## src/rtl/s2c_pkg.sv

```systemverilog
// shared constants and month table for the seconds to calendar converter
package s2c_pkg;

  localparam int unsigned SecsPerDay  = 86400;
  localparam int unsigned SecsPerHour = 3600;
  localparam int unsigned SecsPerMin  = 60;
  localparam int unsigned DaysPerQuad = 1461;

  // reciprocals: floor(x / d) = (x * m) >> k over the stated input range
  localparam logic [25:0] DayRecip  = 26'd50903317;  // (count >> 7) / 675, k = 35
  localparam logic [16:0] QuadRecip = 17'd91868;     // days / 1461, k = 27
  localparam logic [13:0] HourRecip = 14'd9321;      // (sod >> 4) / 225, k = 21
  localparam logic [10:0] MinRecip  = 11'd1093;      // (rem >> 2) / 15, k = 14

  // year 1970 minus 2000, modulo 256
  localparam logic [7:0] EpochYearOffset = 8'd226;

  localparam int unsigned OutDataWidth = 40;

  // days before the first of month index mon (0 is january)
  function automatic logic [8:0] days_before_month(input logic [3:0] mon, input logic leap);
    logic [8:0] base;
    begin
      case (mon)
        4'd0:    base = 9'd0;
        4'd1:    base = 9'd31;
        4'd2:    base = 9'd59;
        4'd3:    base = 9'd90;
        4'd4:    base = 9'd120;
        4'd5:    base = 9'd151;
        4'd6:    base = 9'd181;
        4'd7:    base = 9'd212;
        4'd8:    base = 9'd243;
        4'd9:    base = 9'd273;
        4'd10:   base = 9'd304;
        4'd11:   base = 9'd334;
        default: base = 9'd0;
      endcase
      if (leap && mon >= 4'd2) begin
        base = base + 9'd1;
      end
      return base;
    end
  endfunction

endpackage

```

## src/rtl/seconds_to_calendar_core.sv

```systemverilog
// seconds since 1970 to calendar date and time, six stage pipeline
//
// Takes one item per clock while the output side accepts; the pipeline holds every
// stage while the output item waits for tready, so tready on the input follows the
// output side. Days and time of day come from reciprocal multiplies with an exact
// remainder, years from four-year cycles of 1461 days (every year divisible by four
// is leap, 2100 included), months from a cumulative day table. Output year is
// calendar year minus 2000, modulo 256.
module seconds_to_calendar_core (
  input  logic                               clk,
  input  logic                               rst,
  input  logic                               s_axis_tvalid,
  output logic                               s_axis_tready,
  input  logic [31:0]                        s_axis_tdata,  // seconds_count
  output logic                               m_axis_tvalid,
  input  logic                               m_axis_tready,
  // year_offset[7:0], month_number[11:8], day_of_month[16:12], hour_of_day[21:17],
  // minute_of_hour[27:22], second_of_minute[33:28], zero fill
  output logic [s2c_pkg::OutDataWidth-1:0]   m_axis_tdata
);
  import s2c_pkg::*;

  logic en;
  logic v1, v2, v3, v4, v5, v6;

  // stage 1
  logic [31:0] cnt1;
  logic [50:0] pd1;
  // stage 2
  logic [15:0] days2;
  logic [16:0] sod2;
  // stage 3
  logic [32:0] pc3;
  logic [26:0] ph3;
  logic [15:0] days3;
  logic [16:0] sod3;
  // stage 4
  logic [5:0]  cyc4;
  logic [10:0] d4;
  logic [4:0]  hour4;
  logic [11:0] rem4;
  // stage 5
  logic [7:0]  yoff5;
  logic [8:0]  doy5;
  logic        leap5;
  logic [20:0] pm5;
  logic [4:0]  hour5;
  logic [11:0] rem5;
  // stage 6
  logic [7:0]  yoff6;
  logic [3:0]  mon6;
  logic [4:0]  day6;
  logic [4:0]  hour6;
  logic [5:0]  min6;
  logic [5:0]  sec6;

  // combinational
  logic [15:0] days2_next;
  logic [32:0] daysec2;
  logic [16:0] sod2_next;
  logic [5:0]  cyc4_next;
  logic [16:0] quadday4;
  logic [10:0] d4_next;
  logic [4:0]  hour4_next;
  logic [16:0] hoursec4;
  logic [11:0] rem4_next;
  logic [1:0]  yi5;
  logic [8:0]  doy5_next;
  logic        leap5_next;
  logic [7:0]  yoff5_next;
  logic [3:0]  mon6_next;
  logic [8:0]  dayidx6;
  logic [4:0]  day6_next;
  logic [5:0]  min6_next;
  logic [11:0] minsec6;
  logic [5:0]  sec6_next;

  assign en            = !v6 || m_axis_tready;
  assign s_axis_tready = en;

  always_ff @(posedge clk) begin
    if (rst) begin
      v1 <= 1'b0;
      v2 <= 1'b0;
      v3 <= 1'b0;
      v4 <= 1'b0;
      v5 <= 1'b0;
      v6 <= 1'b0;
    end else if (en) begin
      v1 <= s_axis_tvalid;
      v2 <= v1;
      v3 <= v2;
      v4 <= v3;
      v5 <= v4;
      v6 <= v5;
    end
  end

  // whole days and seconds of the day
  assign days2_next = pd1[50:35];
  assign daysec2    = {17'd0, days2_next} * 33'(SecsPerDay);
  assign sod2_next  = cnt1[16:0] - daysec2[16:0];

  // four-year cycles and hour
  assign cyc4_next  = pc3[32:27];
  assign quadday4   = {11'd0, cyc4_next} * 17'(DaysPerQuad);
  assign d4_next    = days3[10:0] - quadday4[10:0];
  assign hour4_next = ph3[25:21];
  assign hoursec4   = {12'd0, hour4_next} * 17'(SecsPerHour);
  assign rem4_next  = sod3[11:0] - hoursec4[11:0];

  // year within the cycle: 1970 + 4n is followed by one leap year at index two
  always_comb begin
    if (d4 < 11'd365) begin
      yi5        = 2'd0;
      doy5_next  = d4[8:0];
      leap5_next = 1'b0;
    end else if (d4 < 11'd730) begin
      yi5        = 2'd1;
      doy5_next  = 9'(d4 - 11'd365);
      leap5_next = 1'b0;
    end else if (d4 < 11'd1096) begin
      yi5        = 2'd2;
      doy5_next  = 9'(d4 - 11'd730);
      leap5_next = 1'b1;
    end else begin
      yi5        = 2'd3;
      doy5_next  = 9'(d4 - 11'd1096);
      leap5_next = 1'b0;
    end
  end

  assign yoff5_next = {cyc4, yi5} + EpochYearOffset;

  // month by parallel compares against the cumulative table
  always_comb begin
    mon6_next = 4'd0;
    for (int k = 1; k < 12; k++) begin
      if (doy5 >= days_before_month(4'(k), leap5)) begin
        mon6_next = 4'(k);
      end
    end
  end

  assign dayidx6   = doy5 - days_before_month(mon6_next, leap5);
  assign day6_next = dayidx6[4:0] + 5'd1;
  assign min6_next = pm5[19:14];
  assign minsec6   = {6'd0, min6_next} * 12'(SecsPerMin);
  assign sec6_next = 6'(rem5 - minsec6);

  always_ff @(posedge clk) begin
    if (en) begin
      cnt1  <= s_axis_tdata;
      pd1   <= {26'd0, s_axis_tdata[31:7]} * {25'd0, DayRecip};

      days2 <= days2_next;
      sod2  <= sod2_next;

      pc3   <= {17'd0, days2} * {16'd0, QuadRecip};
      ph3   <= {14'd0, sod2[16:4]} * {13'd0, HourRecip};
      days3 <= days2;
      sod3  <= sod2;

      cyc4  <= cyc4_next;
      d4    <= d4_next;
      hour4 <= hour4_next;
      rem4  <= rem4_next;

      yoff5 <= yoff5_next;
      doy5  <= doy5_next;
      leap5 <= leap5_next;
      pm5   <= {11'd0, rem4[11:2]} * {10'd0, MinRecip};
      hour5 <= hour4;
      rem5  <= rem4;

      yoff6 <= yoff5;
      mon6  <= mon6_next;
      day6  <= day6_next;
      hour6 <= hour5;
      min6  <= min6_next;
      sec6  <= sec6_next;
    end
  end

  assign m_axis_tvalid = v6;
  assign m_axis_tdata  = {6'd0, sec6, min6, hour6, day6, mon6 + 4'd1, yoff6};

  a_month_range: assert property (@(posedge clk) disable iff (rst)
    m_axis_tvalid |-> (m_axis_tdata[11:8] >= 4'd1 && m_axis_tdata[11:8] <= 4'd12))
    else $error("month out of range");

  a_day_range: assert property (@(posedge clk) disable iff (rst)
    m_axis_tvalid |-> (m_axis_tdata[16:12] >= 5'd1))
    else $error("day out of range");

  a_time_range: assert property (@(posedge clk) disable iff (rst)
    m_axis_tvalid |-> (hour6 < 5'd24 && min6 < 6'd60 && sec6 < 6'd60))
    else $error("time of day out of range");

  a_stall_holds: assert property (@(posedge clk) disable iff (rst)
    (v5 && v6 && !m_axis_tready) |=> v5)
    else $error("pipeline item lost during stall");

endmodule
```

## config.mk

```make
export PLATFORM = sky130hd
export DESIGN_NAME = seconds_to_calendar_core
export DESIGN_NICKNAME = d
export VERILOG_FILES = /design/src/rtl/s2c_pkg.sv /design/src/rtl/seconds_to_calendar_core.sv
export SDC_FILE = /design/constraint.sdc
export NUM_CORES = 1
export LEC_CHECK = 0
export ABC_AREA = 1
export BUFFER_PORTS_ARGS = -buffer_cell sky130_fd_sc_hd__buf_2
export CAP_MARGIN = 30
export CORE_MARGIN = 2
export CORE_UTILIZATION = 65
export DETAILED_ROUTE_END_ITERATION = 10
export PLACE_DENSITY_LB_ADDON = 0.05
export SETUP_SLACK_MARGIN = 0.15
export SLEW_MARGIN = 20
export SYNTH_ARGS = -nofsm -noshare
export SYNTH_HDL_FRONTEND = slang
export SYNTH_SLANG_ARGS = --single-unit
```

## constraint.sdc

```tcl
create_clock -name clk -period 14.05 [get_ports clk]
set_input_delay 4.215 -clock clk [delete_from_list [all_inputs] [get_ports clk]]
set_output_delay 4.215 -clock clk [all_outputs]
set_load 0.005 [all_outputs]
```

==> impl_results.md <==
- Count leader, synth: inv_1
- Pre-CTS WS: 3.74 ns
- Area grow syn2layout: 6.46%
- Final nets: 3919
- DR iter-0 viols: 1093
- First-pass GRT wire length: 99.8 mm
- Max incr delay on CP: 0.54 ns
- Critical path's most frequent cell: inv_1
- Worst setup EP type: flop
- Slowest cell on crit path: fa_1
- Warnings, synthesis: 0
- Pre-Repair DR Iteration Count: 6
- GR Overflow Total: 0
- # DRC: 0
- Final Cell Area: 30400 um2
- Max Transition Viols Final: 0
- Worst slew margin: 55.8%
- H-tree Lvls: 1
- Req. time, crit path: 14.32 ns
- Dpl cell area: 29600 um2
- Avg Vias per Cell: 5.42
- Final WL: 60.2 mm
- Final Hold Vio Count: 0
- # hold bufs at CTS: 0
- Worst Setup Slack, final: 4.29 ns
- Die width: 214 um
- Number of antenna diodes: 0
- Largest net degree at the start of global routing: 86
- Clock latency on the worst-skew pair: 0.53 ns
- DP HPWL: 51.5 mm
- Crit Path Class: in2reg
- Post-DRT Antenna Nets: 0
- Crit path time final: 9.76 ns
- Area of the multi-input gates: 19400 um2
- Fin crit share: 69.5%
- Max Fanout on Critical Path: 12
- Final GP Congestion: 1.02
- Via count: 19000
- F_max: 102 MHz
- Initial antenna violation count: 1
- Clk sinks: 209
- Arrival time worst endpoint: 10.03 ns
- Post-synthesis cell area: 28600 um2
- Post-cts resize count: 0
- Max-Cap Viols: 0
- Root Buffer: clkbuf_16
- Fraction of layout cells with a size suffix above 1: 5.07%
- Cells after synthesis: 2811
- Post-CTS setup buffer count: 0
- Most frequent cells after synthesis: inv_1 (749), ha_1 (636), fa_1 (342)
- RSZ-0062 raised after global routing: false
- Clock Path Buffers: 3
- Final Setup Violations: 0
- IO buf count: 71
- Worst Hold Class: reg2reg
- Yosys top cell area share: 27.9%
- Core Region: 43300 um2
- Unique cell type count in the Yosys netlist: 54
- # IOs: 78
- Synth area leader: ha_1
- Post-synth top flop: edfxtp_1
- Outcome: complete, no violations
- Crit path max-delay family: adder cells
- FP Rows: 76
- Reg clk slew, reported paths: 0.07 ns
- Main area contributors after synthesis: ha_1 (28%), fa_1 (24%), edfxtp_1 (21%)
- Number of CTS-inserted buffers: 23
- Die Footprint: 45600 um2
- Wirelength per Cell: 17.2 um
- Register area: 6220 um2
- Initial Utilization: 66.0%
- CP bufs+invs: 7
- Post-synth EDFFs: 203
- Final TNS setup: 0 ns
- # fillers: 3302
- TritonCTS clock tree: yes
- Post-synth ARST share: 0%
- Seq/Total Area, Yosys: 21.8%
- Actual slew at the worst max-slew pin: 0.660 ns
- Vias in the first global route: 20100
- Die Height: 214 um
- CP Launch Type: input pin
- FF+latch count, synth: 209
- Post-Syn Area per Cell: 10.2 um2
- All-Layer GR Usage: 28.0%
- Clock Skew: 0.0132 ns
worst paths after layout:
kind                                    startpoint            endpoint  slack [ns]  depth (start not counted)
worst max-delay path              s_axis_tdata[12]   pd1[50]$_DFFE_PP_        4.29                         25
worst min-delay path            yoff5[7]$_DFFE_PP_  yoff6[7]$_DFFE_PP_        0.41                          0
worst max register to register  days2[6]$_DFFE_PP_   pc3[32]$_DFFE_PP_        8.10                         24
worst min register to register  yoff5[7]$_DFFE_PP_  yoff6[7]$_DFFE_PP_        0.41                          0
final cells by class:
cell class | count | area share [%]
flip-flops and latches | 209 | 20.4
multi-input cells | 1839 | 63.9
well taps | 585 | 2.41
clock inverters | 16 | 0.535
clock buffers | 26 | 2.00
inverters | 758 | 9.39
repair buffers | 74 | 1.31
placed cells by master (no fill, tap or decap), drive strengths merged, types with 5 or more instances in the layout:
master	instances
o21bai	7
o31ai	5
edfxtp	203
inv	763
nand3	40
nor3	11
o21a	5
o211ai	10
o21ai	85
nand2	227
xnor2	41
nor2	113
ha	636
a21o	8
nor4	5
buf	74
nand4	21
or2	5
dfxtp	6
clkbuf	26
fa	342
a31oi	9
clkinv	7
a21boi	5
xor2	75
a211oi	5
conb	6
a21oi	156
kinds of logic (layout without fill, tap and decap cells):
kind of cell	Yosys count	count (layout)	synth area share (%)
fa+ha+maj	978	978	51.8
flops	209	209	21.8
simple gates	428	428	6.31
buf+inv	768	874	10.3
compound gates	310	310	6.18
xor+xnor	117	117	3.64
other cells	1	6	0.0131
registers in the layout, summed over array words and instances (netlist names), 6 cells and up:
name and count:
yoff5 8, rem4 12, cyc4 6, pc3 6
min6 6, ph3 8, cnt1 17, yoff6 8
days2 16, pd1 16, days3 11, sec6 6
doy5 9, pm5 8, d4 11, sod3 9
sod2 17
per-layer routing:
layer / track usage, % / wire length (um) / vias up
met4: 6.90 / 1310 / 0
met2: 48.5 / 29400 / 447
li1: - / - / 9188
met5: 0 / 0 / -
met3: 3.18 / 2830 / 90
met1: 37.9 / 26700 / 9274
per-stage QoR:
step / hold slack, ns / std cells / utilization [%]
3_5_place_dp: 0.405 / 3464 / 68.4
2_1_floorplan: 0.400 / 2816 / -
4_1_cts: 0.416 / 3506 / 70.2
5_1_grt: 0.423 / 3507 / 70.3
3_3_place_gp: 0.401 / 3464 / 68.4
6_report: 0.415 / 3507 / 70.3
Power is left out: the tool's default activity adds up to more than one toggle a clock period on the data nets, which glitch-free logic cannot reach.
